**config.mk**
```make
export PLATFORM = sky130hd
export DESIGN_NAME = framed_setpoint_deadband_drive_top
export DESIGN_NICKNAME = d
export VERILOG_FILES = /design/src/rtl/fsdd_pkg.sv /design/src/rtl/framed_setpoint_deadband_drive_top.sv /design/src/rtl/fsdd_drive.sv
export SDC_FILE = /design/constraint.sdc
export NUM_CORES = 1
export LEC_CHECK = 0
export BUFFER_PORTS_ARGS = -buffer_cell sky130_fd_sc_hd__clkbuf_2
export CORE_ASPECT_RATIO = 0.6
export CORE_UTILIZATION = 65
export DETAILED_ROUTE_END_ITERATION = 12
export GPL_TIMING_DRIVEN = 1
export PLACE_DENSITY = 0.87
export SETUP_SLACK_MARGIN = 0.3
export SYNTH_ARGS = -nofsm -noshare
export SYNTH_HDL_FRONTEND = slang
export SYNTH_SLANG_ARGS = --single-unit
```
**constraint.sdc**
```tcl
create_clock -name clk_i -period 19.1 [get_ports clk_i]
set_input_delay 0.955 -clock clk_i [delete_from_list [all_inputs] [get_ports clk_i]]
set_output_delay 0.955 -clock clk_i [all_outputs]
set_load 0.05 [all_outputs]
```
**src/rtl/fsdd_pkg.sv**
```systemverilog
package fsdd_pkg;

  // Frame header bytes
  localparam logic [7:0] HDR_ONE = 8'hFD;
  localparam logic [7:0] HDR_TWO = 8'hFE;

  // Item command codes
  localparam logic CMD_BYTE = 1'b0;
  localparam logic CMD_TICK = 1'b1;

  localparam int unsigned PULSE_W = 21;
  localparam int unsigned VALUE_W = 16;

  // Drive configuration
  typedef struct packed {
    logic [11:0] center_value;
    logic [11:0] dead_band;
    logic [12:0] reverse_span;
    logic [4:0]  forward_gain;
    logic [4:0]  reverse_gain;
  } cfg_t;

  localparam cfg_t CFG_RESET = '{
    center_value: 12'd2000,
    dead_band:    12'd100,
    reverse_span: 13'd4000,
    forward_gain: 5'd16,
    reverse_gain: 5'd14
  };

  localparam logic signed [VALUE_W-1:0] SETPOINT_RESET = 16'sd2000;

endpackage

```
**src/rtl/framed_setpoint_deadband_drive_top.sv**
```systemverilog
// Framed setpoint receiver with deadband drive.
// Input channel (in_valid_i/in_ready_o) carries one word per item: cmd_i = 0
// with a received byte in rx_byte_i, or cmd_i = 1 for a drive timer tick.
// Byte words run the frame parser (0xFD opens channel 1, 0xFE channel 2, then
// low byte, high byte). Tick words compare channel 1 with center +/- deadband
// and produce a forward or reverse pulse count.
// Output channel (out_valid_o/out_ready_i) returns exactly one result word per
// input word, in order.
// A word passes the input register, then the result register (out_valid_o).
// Throughput: one word per cycle unless the receiver stalls, set by the
// single-pass compute between the two registers; both stages advance together.
// When the receiver stalls, the result register holds and the input register
// still takes one more word; in_ready_o drops only when both are full.
// Reset clears both stages, sets parser to idle, both setpoints to 2000 and
// the configuration registers to their defaults. The APB port is always
// ready; write configuration only while no words are in flight.
module framed_setpoint_deadband_drive_top (
  input  logic                                 clk_i,
  input  logic                                 rst_ni,
  // Configuration
  input  logic                                 psel,
  input  logic                                 penable,
  input  logic                                 pwrite,
  input  logic        [4:0]                    paddr,
  input  logic        [31:0]                   pwdata,
  output logic        [31:0]                   prdata,
  output logic                                 pready,
  // Input words
  input  logic                                 in_valid_i,
  output logic                                 in_ready_o,
  input  logic                                 cmd_i,
  input  logic        [7:0]                    rx_byte_i,
  // Result words
  output logic                                 out_valid_o,
  input  logic                                 out_ready_i,
  output logic        [fsdd_pkg::PULSE_W-1:0]  forward_pulse_o,
  output logic        [fsdd_pkg::PULSE_W-1:0]  reverse_pulse_o,
  output logic signed [fsdd_pkg::VALUE_W-1:0]  channel_one_value_o,
  output logic signed [fsdd_pkg::VALUE_W-1:0]  channel_two_value_o,
  output logic                                 channel_one_updated_o,
  output logic                                 channel_two_updated_o
);
  import fsdd_pkg::*;

  typedef enum logic [2:0] {
    PH_IDLE   = 3'd0,
    PH_ONE_LO = 3'd1,
    PH_ONE_HI = 3'd2,
    PH_TWO_LO = 3'd3,
    PH_TWO_HI = 3'd4
  } phase_e;

  localparam logic [2:0] REG_CENTER = 3'd0;
  localparam logic [2:0] REG_DEAD   = 3'd1;
  localparam logic [2:0] REG_SPAN   = 3'd2;
  localparam logic [2:0] REG_FGAIN  = 3'd3;
  localparam logic [2:0] REG_RGAIN  = 3'd4;

  // Configuration registers
  cfg_t        cfg_q;
  logic [2:0]  reg_idx;
  logic        cfg_wr;

  assign pready  = 1'b1;
  assign reg_idx = paddr[4:2];
  assign cfg_wr  = psel && penable && pwrite;

  always_ff @(posedge clk_i or negedge rst_ni) begin
    if (!rst_ni) begin
      cfg_q <= CFG_RESET;
    end else if (cfg_wr) begin
      unique case (reg_idx)
        REG_CENTER: cfg_q.center_value <= pwdata[11:0];
        REG_DEAD:   cfg_q.dead_band    <= pwdata[11:0];
        REG_SPAN:   cfg_q.reverse_span <= pwdata[12:0];
        REG_FGAIN:  cfg_q.forward_gain <= pwdata[4:0];
        REG_RGAIN:  cfg_q.reverse_gain <= pwdata[4:0];
        default: ;
      endcase
    end
  end

  // Register readback
  always_comb begin
    unique case (reg_idx)
      REG_CENTER: prdata = {20'd0, cfg_q.center_value};
      REG_DEAD:   prdata = {20'd0, cfg_q.dead_band};
      REG_SPAN:   prdata = {19'd0, cfg_q.reverse_span};
      REG_FGAIN:  prdata = {27'd0, cfg_q.forward_gain};
      REG_RGAIN:  prdata = {27'd0, cfg_q.reverse_gain};
      default:    prdata = '0;
    endcase
  end

  // Stage handshake
  logic       s1_valid_q;
  logic       s1_cmd_q;
  logic [7:0] s1_byte_q;
  logic       out_valid_q;
  logic       advance;

  assign advance    = s1_valid_q && (!out_valid_q || out_ready_i);
  assign in_ready_o = !s1_valid_q || advance;
  assign out_valid_o = out_valid_q;

  always_ff @(posedge clk_i or negedge rst_ni) begin
    if (!rst_ni) begin
      s1_valid_q <= 1'b0;
      s1_cmd_q   <= CMD_BYTE;
      s1_byte_q  <= '0;
    end else if (in_ready_o) begin
      s1_valid_q <= in_valid_i;
      s1_cmd_q   <= cmd_i;
      s1_byte_q  <= rx_byte_i;
    end
  end

  // Parser state
  phase_e                     phase_q, phase_d;
  logic [7:0]                 low_one_q, low_one_d;
  logic [7:0]                 low_two_q, low_two_d;
  logic signed [VALUE_W-1:0]  sp_one_q, sp_one_d;
  logic signed [VALUE_W-1:0]  sp_two_q, sp_two_d;
  logic                       upd_one_d, upd_two_d;
  logic                       is_tick, is_hdr;

  logic [PULSE_W-1:0]         fwd_d, rev_d;
  logic signed [VALUE_W-1:0]  sp_drive;

  assign is_tick = (s1_cmd_q == CMD_TICK);
  assign is_hdr  = (s1_byte_q == HDR_ONE) || (s1_byte_q == HDR_TWO);

  fsdd_drive u_drive (
    .tick_i          (is_tick),
    .cfg_i           (cfg_q),
    .setpoint_i      (sp_one_q),
    .forward_pulse_o (fwd_d),
    .reverse_pulse_o (rev_d),
    .setpoint_o      (sp_drive)
  );

  // Next state for one word
  always_comb begin
    phase_d   = phase_q;
    low_one_d = low_one_q;
    low_two_d = low_two_q;
    sp_one_d  = sp_one_q;
    sp_two_d  = sp_two_q;
    upd_one_d = 1'b0;
    upd_two_d = 1'b0;
    if (is_tick) begin
      sp_one_d = sp_drive;
    end else begin
      unique case (phase_q)
        PH_ONE_LO: begin
          if (is_hdr) begin
            phase_d = PH_IDLE;
          end else begin
            low_one_d = s1_byte_q;
            phase_d   = PH_ONE_HI;
          end
        end
        PH_ONE_HI: begin
          phase_d = PH_IDLE;
          if (!is_hdr) begin
            sp_one_d  = {s1_byte_q, low_one_q};
            upd_one_d = 1'b1;
          end
        end
        PH_TWO_LO: begin
          if (is_hdr) begin
            phase_d = PH_IDLE;
          end else begin
            low_two_d = s1_byte_q;
            phase_d   = PH_TWO_HI;
          end
        end
        PH_TWO_HI: begin
          phase_d = PH_IDLE;
          if (!is_hdr) begin
            sp_two_d  = {s1_byte_q, low_two_q};
            upd_two_d = 1'b1;
          end
        end
        default: begin
          if (s1_byte_q == HDR_ONE) begin
            phase_d = PH_ONE_LO;
          end else if (s1_byte_q == HDR_TWO) begin
            phase_d = PH_TWO_LO;
          end else begin
            phase_d = PH_IDLE;
          end
        end
      endcase
    end
  end

  // State and result register
  always_ff @(posedge clk_i or negedge rst_ni) begin
    if (!rst_ni) begin
      phase_q               <= PH_IDLE;
      low_one_q             <= '0;
      low_two_q             <= '0;
      sp_one_q              <= SETPOINT_RESET;
      sp_two_q              <= SETPOINT_RESET;
      out_valid_q           <= 1'b0;
      forward_pulse_o       <= '0;
      reverse_pulse_o       <= '0;
      channel_one_value_o   <= '0;
      channel_two_value_o   <= '0;
      channel_one_updated_o <= 1'b0;
      channel_two_updated_o <= 1'b0;
    end else begin
      if (advance) begin
        phase_q               <= phase_d;
        low_one_q             <= low_one_d;
        low_two_q             <= low_two_d;
        sp_one_q              <= sp_one_d;
        sp_two_q              <= sp_two_d;
        out_valid_q           <= 1'b1;
        forward_pulse_o       <= fwd_d;
        reverse_pulse_o       <= rev_d;
        channel_one_value_o   <= sp_one_d;
        channel_two_value_o   <= sp_two_d;
        channel_one_updated_o <= upd_one_d;
        channel_two_updated_o <= upd_two_d;
      end else if (out_ready_i) begin
        out_valid_q <= 1'b0;
      end
    end
  end

endmodule

```
**src/rtl/fsdd_drive.sv**
```systemverilog
module fsdd_drive (
  input  logic                                 tick_i,
  input  fsdd_pkg::cfg_t                       cfg_i,
  input  logic signed [fsdd_pkg::VALUE_W-1:0]  setpoint_i,
  output logic        [fsdd_pkg::PULSE_W-1:0]  forward_pulse_o,
  output logic        [fsdd_pkg::PULSE_W-1:0]  reverse_pulse_o,
  output logic signed [fsdd_pkg::VALUE_W-1:0]  setpoint_o
);
  import fsdd_pkg::*;

  // 18-bit signed working width covers span - value - center
  logic signed [17:0] v_s;
  logic signed [17:0] v_eff;
  logic signed [17:0] c_s;
  logic signed [17:0] hi_thr;
  logic signed [17:0] lo_thr;
  logic signed [17:0] fwd_diff;
  logic signed [17:0] rev_term;
  logic               zero_fix;

  always_comb begin
    v_s      = {{2{setpoint_i[VALUE_W-1]}}, setpoint_i};
    c_s      = {6'd0, cfg_i.center_value};
    hi_thr   = c_s + {6'd0, cfg_i.dead_band};
    lo_thr   = c_s - {6'd0, cfg_i.dead_band};
    zero_fix = tick_i && (setpoint_i == '0);
    v_eff    = zero_fix ? c_s : v_s;
    fwd_diff = v_s - c_s;
    rev_term = {5'd0, cfg_i.reverse_span} - v_eff - c_s;

    // Forward: above the upper deadband edge
    forward_pulse_o = '0;
    if (tick_i && (v_s > hi_thr)) begin
      forward_pulse_o = {5'd0, fwd_diff[15:0]} * {16'd0, cfg_i.forward_gain};
    end

    // Reverse: below the lower edge, only for a positive term
    reverse_pulse_o = '0;
    if (tick_i && (v_eff < lo_thr) && (rev_term > 18'sd0)) begin
      reverse_pulse_o = {5'd0, rev_term[15:0]} * {16'd0, cfg_i.reverse_gain};
    end

    // On a tick, a zero setpoint is replaced by center
    setpoint_o = zero_fix ? VALUE_W'(signed'({4'd0, cfg_i.center_value})) : setpoint_i;
  end

endmodule
```
==> summary.md, run 1 <==
| Metric | Value |
|---|---|
| Status | `complete, no violations` |
| Maximum clock path buffer count | `2` |
| Clock Skew | `0.0188 ns` |
| Filler cells | `1736` |
| # IOs | `about 160` |
| Slew Limit Fails | `0` |
| CP max stage delay | `0.95 ns` |
| CTS root buf | `clkbuf_16` |
| H-Tree Depth | `4` |
| Drt wl/cell | `19.7 µm` |
| First-pass GRT wire length | `69300 µm` |
| Setup TNS | `0 ns` |
| Fin crit share | `44.7%` |
| Number of global-route vias before repair | `13300` |
| DRC violations left | `0` |
| Drt pass-1 iters | `6` |
| Critical path buffer and inverter count | `4` |
| Initial DRC Count | `1391` |
| Antenna Cells | `0` |
| Post-Synthesis Cells | `1759` |
| Non-filler cells, final | `2154` |
| Most common cell on crit path | `fa_1` |
| Final setup violation count | `0` |
| Nets | `2118` |
| Core Box Area | `23600 µm²` |
| Critical path class | `register to register` |
| CTS tree | `done` |
| Initial antenna violation count | `1` |
| Antenna-violating nets left | `0` |
| Critical path arrival | `8.91 ns` |
| Largest net degree at the start of global routing | `89` |
| Vias per cell | `6.19` |
| CTS Buf Count | `17` |
| GPL Wtd Cong | `1.03` |
| Syn Area/Cell | `9.07 µm²` |
| Total GRT Usage | `a little over a third` |
| Area growth syn-to-layout | `8.06%` |
| Cts hold-fix bufs | `0` |
| Max_cap viols | `0` |
| Max Clk Rate | `117 MHz` |
| Die area | `25200 µm²` |
| Synth warn | `0` |
| Sink Count | `between 150 and 200` |
| Layout cells sized above 1 | `17.3%` |
| Chip height | `123 µm` |
| Final min period | `8.54 ns` |
| Dominant cell type by area after synthesis | `dfrtp_1` |
| Worst-path fanout max | `28` |
| IO Port Bufs | `roughly 120` |
| Skew-Pair Late Insertion Delay | `between 0.4 and 0.5 ns` |
| Detailed-placement wirelength estimate | `31900 µm` |
| Initial Utilization | `67.7%` |
| Post-CTS sizing | `0` |
| Post-CTS Setup Bufs | `0` |
| DP Cell Count | `2122` |
| Worst slew margin | `20.4%` |
| RSZ-0062 raised after global routing | `false` |
| Synth area leaders | `dfrtp_1 21%, fa_1 12%, ha_1 11%` |
| Required @ worst endpoint | `~19 ns` |
| Synth Register Bits | `165` |
| Slew at the pin closest to its max-slew limit | `roughly 1.2 ns` |
| Final cell area excluding filler cells | `17200 µm²` |
| Post-synth EDFFs | `0` |
| WL final | `42500 µm` |
| Crit path max-delay cell type | `dfrtp_1` |
| Final Hold Viols | `0` |
| Top-area cell type share of the netlist area | `between 20% and 30%` |
| Critical Path End Type | `register` |
| Synth cell types | `83` |
| Worst path top cell family by delay | `compound AO/OA/AOI/OAI gates` |
| Main synth FF type | `dfrtp_1` |
| Gr ovfl total | `0` |
| Std-Cell Rows | `43` |
| CP Launch Type | `register` |
| Placed cell area | `16600 µm²` |
| Async SR Flop Fraction | `100%` |
| Mapped Area | `approximately 16000 µm²` |
| Vias | `about 13000` |
| Hold crit path type | `register to register` |
| Reg clk slew, reported paths | `0.08 ns` |
| Die Wd | `a little over 200 µm` |
| Sequential area share after synthesis | `26.1%` |
==> worst reg2reg max path, cell delays in order, from the launching register on <==
cell,delay (ns)
dfrtp_1,0.95
or4b_2,0.66
nor4_1,0.30
buf_4,0.24
nand2_1,0.07
nand2_1,0.22
fa_1,0.46
inv_1,0.08
ha_1,0.29
o21ai_1,0.16
a21oi_1,0.08
o311ai_0,0.45
o21ai_0,0.20
a221oi_1,0.69
and2_1,0.25
fa_1,0.41
fa_1,0.49
inv_1,0.05
fa_1,0.47
inv_1,0.04
ha_1,0.21
or3_1,0.31
a211oi_1,0.22
nor3_1,0.17
a311oi_1,0.36
mux2_2,0.38
a211oi_1,0.23
==> final timing paths <==
path	from	to	slack, ns	depth (start not counted)
worst max-delay path	is_tick	reverse_pulse_o[19]	10.56	26
min in group asynchronous	rst_ni	cfg_q[33]	0.53	1
max in group asynchronous	rst_ni	forward_pulse_o[13]	17.01	2
worst min register to register	reverse_pulse_o[4]	reverse_pulse_o[4]	0.48	2
worst min-delay path	reverse_pulse_o[4]	reverse_pulse_o[4]	0.48	2
worst max register to register	is_tick	reverse_pulse_o[19]	10.56	26
==> per-layer routing <==
layer	GRT usage (%)	part of all wire [%]
met1	50.4	45
met2	54.5	44
met3	9.17	9.6
met4	11.3	1.9
met5	0	0.028
==> sequential cells by signal, summed over array words and instances (netlist names) <==
| signal | cells |
|---|---|
| low_two_q | 8 |
| s1_byte_q | 8 |
| forward_pulse_o | 21 |
| out_valid_o | 1 |
| channel_two_value_o | 16 |
| sp_one_q | 6 |
| is_tick | 1 |
| channel_one_updated_o | 1 |
| reverse_pulse_o | 21 |
| cfg_q | 47 |
| low_one_q | 8 |
| channel_two_updated_o | 1 |
| phase_q | 3 |
| sp_two_q | 6 |
| s1_valid_q | 1 |
| channel_one_value_o | 16 |
==> stage by stage <==
stage | hold WS [ns] | worst slack [ns] | utilization (%)
2_1_floorplan | 0.471 | 11.91 | -
3_3_place_gp | 0.461 | 10.91 | 70.4
3_5_place_dp | 0.467 | 10.83 | 70.4
4_1_cts | 0.487 | 10.73 | 73.1
5_1_grt | 0.501 | 10.14 | 73.1
6_report | 0.481 | 10.56 | 73.1
==> area by class of cell <==
cell class / instances / area, µm² / share of cell area [%]
multi-input combinational: 1312 / 10600 / 61.4
sequential: 165 / 4170 / 24.2
timing repair buffer: 134 / 707 / 4.10
clock inverter: 15 / 229 / 1.33
tap: 315 / 394 / 2.29
inverter: 196 / 736 / 4.27
clock buffer: 17 / 425 / 2.47
==> cell usage in the layout, fill, tap and decap left out, types with 24 or more instances in the layout <==
| master | instances |
|---|---|
| ha_1 | 142 |
| xnor2_1 | 38 |
| mux2i_1 | 29 |
| dfstp_2 | 31 |
| clkbuf_2 | 121 |
| nand3_1 | 24 |
| a21o_1 | 40 |
| nand2_1 | 180 |
| nor2b_1 | 27 |
| mux2_2 | 84 |
| nor2_1 | 77 |
| inv_1 | 196 |
| and2_1 | 71 |
| a21oi_1 | 92 |
| o21ai_0 | 79 |
| fa_1 | 97 |
| dfrtp_1 | 134 |
| nor3_1 | 30 |
==> cell usage after synthesis (8+ instances only) <==
master      n
a211oi_1   21
a21o_1     40
a21oi_1    92
a31oi_1     9
and2_1     71
and3_1     21
buf_4      40
clkbuf_1   57
dfrtp_1   134
dfstp_2    31
fa_1       97
ha_1      142
inv_1     196
mux2_2     84
mux2i_1    29
nand2_1   181
nand2b_1   21
nand3_1    24
nand4_1    11
nor2_1     77
nor2b_1    27
nor3_1     32
o211ai_1   10
o21a_1      9
o21ai_0    79
o21bai_1    9
o22ai_1     9
o31ai_1    18
o31ai_2     8
or2_2       9
or3_1      11
xnor2_1    38
xor2_1     21
==> cells by family (layout without fill, tap and decap cells) <==
| kind of cell | count (synthesis) | after routing | share of synthesized area [%] |
|---|---|---|---|
| other | 2 | 20 | 0.0471 |
| adder cells (fa/ha/maj) | 239 | 239 | 23.3 |
| AND/OR/NAND/NOR | 516 | 516 | 16.2 |
| XOR/XNOR | 59 | 59 | 3.24 |
| flip-flops | 165 | 165 | 26.1 |
| multiplexers | 114 | 114 | 7.89 |
| AO/OA/AOI/OAI | 364 | 364 | 15.1 |
| buffers and inverters | 300 | 362 | 8.06 |
Power of run 1 is left out: the tool's default activity adds up to more than one toggle a clock period on the data nets, which glitch-free logic cannot reach.
==> inputs of run 2 (changes only) <==
--- a/config.mk
+++ b/config.mk
@@ -5,12 +5,13 @@
 export SDC_FILE = /design/constraint.sdc
 export NUM_CORES = 1
 export LEC_CHECK = 0
+export ABC_AREA = 1
 export BUFFER_PORTS_ARGS = -buffer_cell sky130_fd_sc_hd__clkbuf_2
 export CORE_ASPECT_RATIO = 0.6
-export CORE_UTILIZATION = 65
+export CORE_UTILIZATION = 61
 export DETAILED_ROUTE_END_ITERATION = 12
 export GPL_TIMING_DRIVEN = 1
-export PLACE_DENSITY = 0.87
+export PLACE_DENSITY = 0.82
 export SETUP_SLACK_MARGIN = 0.3
 export SYNTH_ARGS = -nofsm -noshare
 export SYNTH_HDL_FRONTEND = slang
==> constraint.sdc (replaced) <==
create_clock -name clk_i -period 8.7 [get_ports clk_i]
set_input_delay 0.435 -clock clk_i [delete_from_list [all_inputs] [get_ports clk_i]]
set_output_delay 0.435 -clock clk_i [all_outputs]
set_load 0.05 [all_outputs]
==> run 2 against run 1 <==
  * Die area is 4.5% higher
  * Register-to-register slack got worse by 9.3 ns
  * Cell count up 15%
  * First-iteration DRC count increased by 15%
  * Synthesized cell count up 17%
  * Worst setup slack got worse by 9.3 ns
  * Fmax up 14%
  * Sequential cell count unchanged
  * Largest cell class unchanged
==> summary.md, run 2 <==
| Metric | Value |
|---|---|
| R2R Path Start | `channel_one_value_o[13]` |
| Slew Limit Fails | `0` |
| Syn Area/Cell | `approximately 7.6 µm²` |
| Die area | `26300 µm²` |
| Critical Path End Type | `register` |
| Dominant cell type by area after synthesis | `dfrtp_1` |
| Gr busiest metal | `met1` |
| Vias | `approximately 14000` |
| Most flops, register | `cfg_q` |
| Critical path buffer and inverter count | `5` |
| Final Hold Viols | `0` |
| Most common cell after layout, fill and taps aside | `nand2_1` |
| CP Launch Type | `register` |
| Most frequent cells in the layout | `467 x nand2_1, 338 x inv_1, 173 x o21ai_0` |
| Async SR Flop Fraction | `100%` |
| Sequential area share after synthesis | `26.6%` |
| Initial Utilization | `63.5%` |
| WL final | `between 40000 and 50000 µm` |
| Setup TNS | `0 ns` |
| Detailed-placement wirelength estimate | `35400 µm` |
| Met1 layer usage reported by global route | `51.8%` |
| Antenna-violating nets left | `0` |
| Chip height | `126 µm` |
| Cell with the most instances after synthesis | `nand2_1` |
| Nets | `2427` |
| Most common cell on crit path | `nand2_1` |
| Worst path top cell family by delay | `adder cells` |
| Total GRT Usage | `between 30% and 40%` |
| Fin crit share | `86.0%` |
| Largest net degree at the start of global routing | `101` |
| Worst-path fanout max | `7` |
| Filler cells | `2066` |
| Status | `complete, no violations` |
| Crit path from | `channel_one_value_o[13]` |
| Drt wl/cell | `approximately 18 µm` |
| Required @ worst endpoint | `slightly above 9 ns` |
| Drt pass-1 iters | `7` |
| Post-CTS sizing | `0` |
| Core Box Area | `24700 µm²` |
| IO Port Bufs | `122` |
| CTS tree | `done` |
| Post-CTS Setup Bufs | `0` |
| Synth cell types | `between 50 and 60` |
| Initial antenna violation count | `2` |
| Crit path max-delay cell type | `o21ai_0` |
| Top-area cell type share of the netlist area | `around 21%` |
| Main synth FF type | `dfrtp_1` |
| Number of global-route vias before repair | `13700` |
| GPL Wtd Cong | `1.04` |
| Slew at the pin closest to its max-slew limit | `1.01 ns` |
| Cts hold-fix bufs | `0` |
| Synth warn | `0` |
| Die Wd | `209 µm` |
| Vias per cell | `5.77` |
| Worst slew margin | `approximately 32%` |
| Post-Synthesis Cells | `2052` |
| Met2 usage | `50.1%` |
| Skew-Pair Late Insertion Delay | `0.47 ns` |
| Critical path class | `register to register` |
| Gr ovfl total | `0` |
| Layout cells sized above 1 | `11.8%` |
| Critical path arrival | `7.89 ns` |
| CP max stage delay | `0.82 ns` |
| Most frequent cells after synthesis | `468 x nand2_1, 338 x inv_1, 173 x o21ai_0, 155 x nor2_1, 142 x ha_1` |
| RSZ-0062 raised after global routing | `false` |
| Area growth syn-to-layout | `8.52%` |
| Reg clk slew, reported paths | `0.08 ns` |
| Std-Cell Rows | `44` |
| Final min period | `7.48 ns` |
| Final setup violation count | `0` |
| # IOs | `between 150 and 200` |
| CTS root buf | `clkbuf_16` |
| Post-synth EDFFs | `0` |
| Max_cap viols | `0` |
| Synth Register Bits | `165` |
| Sink Count | `165` |
| First-pass GRT wire length | `71800 µm` |
| H-Tree Depth | `4` |
| Maximum clock path buffer count | `2` |
| Max Clk Rate | `134 MHz` |
| Hold crit path type | `input port to asynchronous set/reset pin` |
| Mapped Area | `15700 µm²` |
| Biggest regs | `cfg_q (47), forward_pulse_o (21), reverse_pulse_o (21)` |
| DRC violations left | `0` |
| Synth area leaders | `dfrtp_1 21%, fa_1 12%, ha_1 11%` |
| Initial DRC Count | `1602` |
| M3 GR Usage | `11.9%` |
| Clock Skew | `0.0149 ns` |
| CTS Buf Count | `17` |
| Max FFs per register | `47` |
run 2: cell types whose count changed in the layout (fill, tap and decap cells not counted), moves of 18 or more:
cell and change:
mux2i_1 -29, a21o_1 -35, nand3_1 +35, o21ai_0 +94
nand2b_1 -21, xor2_1 +18, xnor2_1 -21, mux2_2 -79
and2_1 -67, nand2_1 +287, nor2b_1 -27, and3_1 -20
nor2_1 +78, inv_1 +142
run 2: logic make-up after synthesis:
| family | after synthesis | share of synthesized area, % |
|---|---|---|
| AOI/OAI and AO/OA | 383 | 14.0 |
| xor gates and xnor gates | 58 | 3.34 |
| adders and majority gates | 239 | 23.7 |
| buffers and inverters | 430 | 11.4 |
| DFF | 165 | 26.6 |
| muxes | 5 | 0.360 |
| other | 2 | 0.0480 |
| and+or+nand+nor | 770 | 20.5 |
run 2: through the flow:
stage               cells  hold WS (ns)  worst slack (ns)  utilization (%)  area, µm²
floorplan            2070         0.139              2.93                -      15700
global placement     2438         0.462              1.62             66.2      16300
detailed placement   2438         0.466              1.58             66.2      16300
CTS                  2470         0.101              1.52             68.9      17000
global route         2470         0.140             0.929             68.9      17000
finish               2471        0.0712              1.22             68.9      17000
run 2: final timing paths:
| kind | slack [ns] | endpoint | cells after the start |
|---|---|---|---|
| max | 1.22 | reverse_pulse_o[20] | 31 |
| min | 0.07 | channel_one_value_o[0] | 1 |
| max reg2reg | 1.22 | reverse_pulse_o[20] | 31 |
| min reg2reg | 0.48 | forward_pulse_o[17] | 2 |
| max in group asynchronous | 7.24 | reverse_pulse_o[11] | 2 |
| min in group clk_i | 0.17 | s1_valid_q | 3 |
run 2: area by class of cell:
| type | instances | area (µm²) | share of cell area, % |
|---|---|---|---|
| clock inverter | 15 | 231 | 1.36 |
| tap | 322 | 403 | 2.37 |
| clock buffer | 17 | 425 | 2.50 |
| inverter | 343 | 1290 | 7.58 |
| sequential | 165 | 4170 | 24.5 |
| multi-input combinational | 1475 | 9770 | 57.5 |
| antenna | 1 | 2.50 | 0.0147 |
| timing repair buffer | 133 | 699 | 4.12 |
run 2: metal layers:
layer	vias up	part of all wire (%)
li1	6689	-
met1	6838	46
met2	691	41
met3	51	13
met4	0	0.94
met5	-	0
Power of run 2 is left out for the same reason.
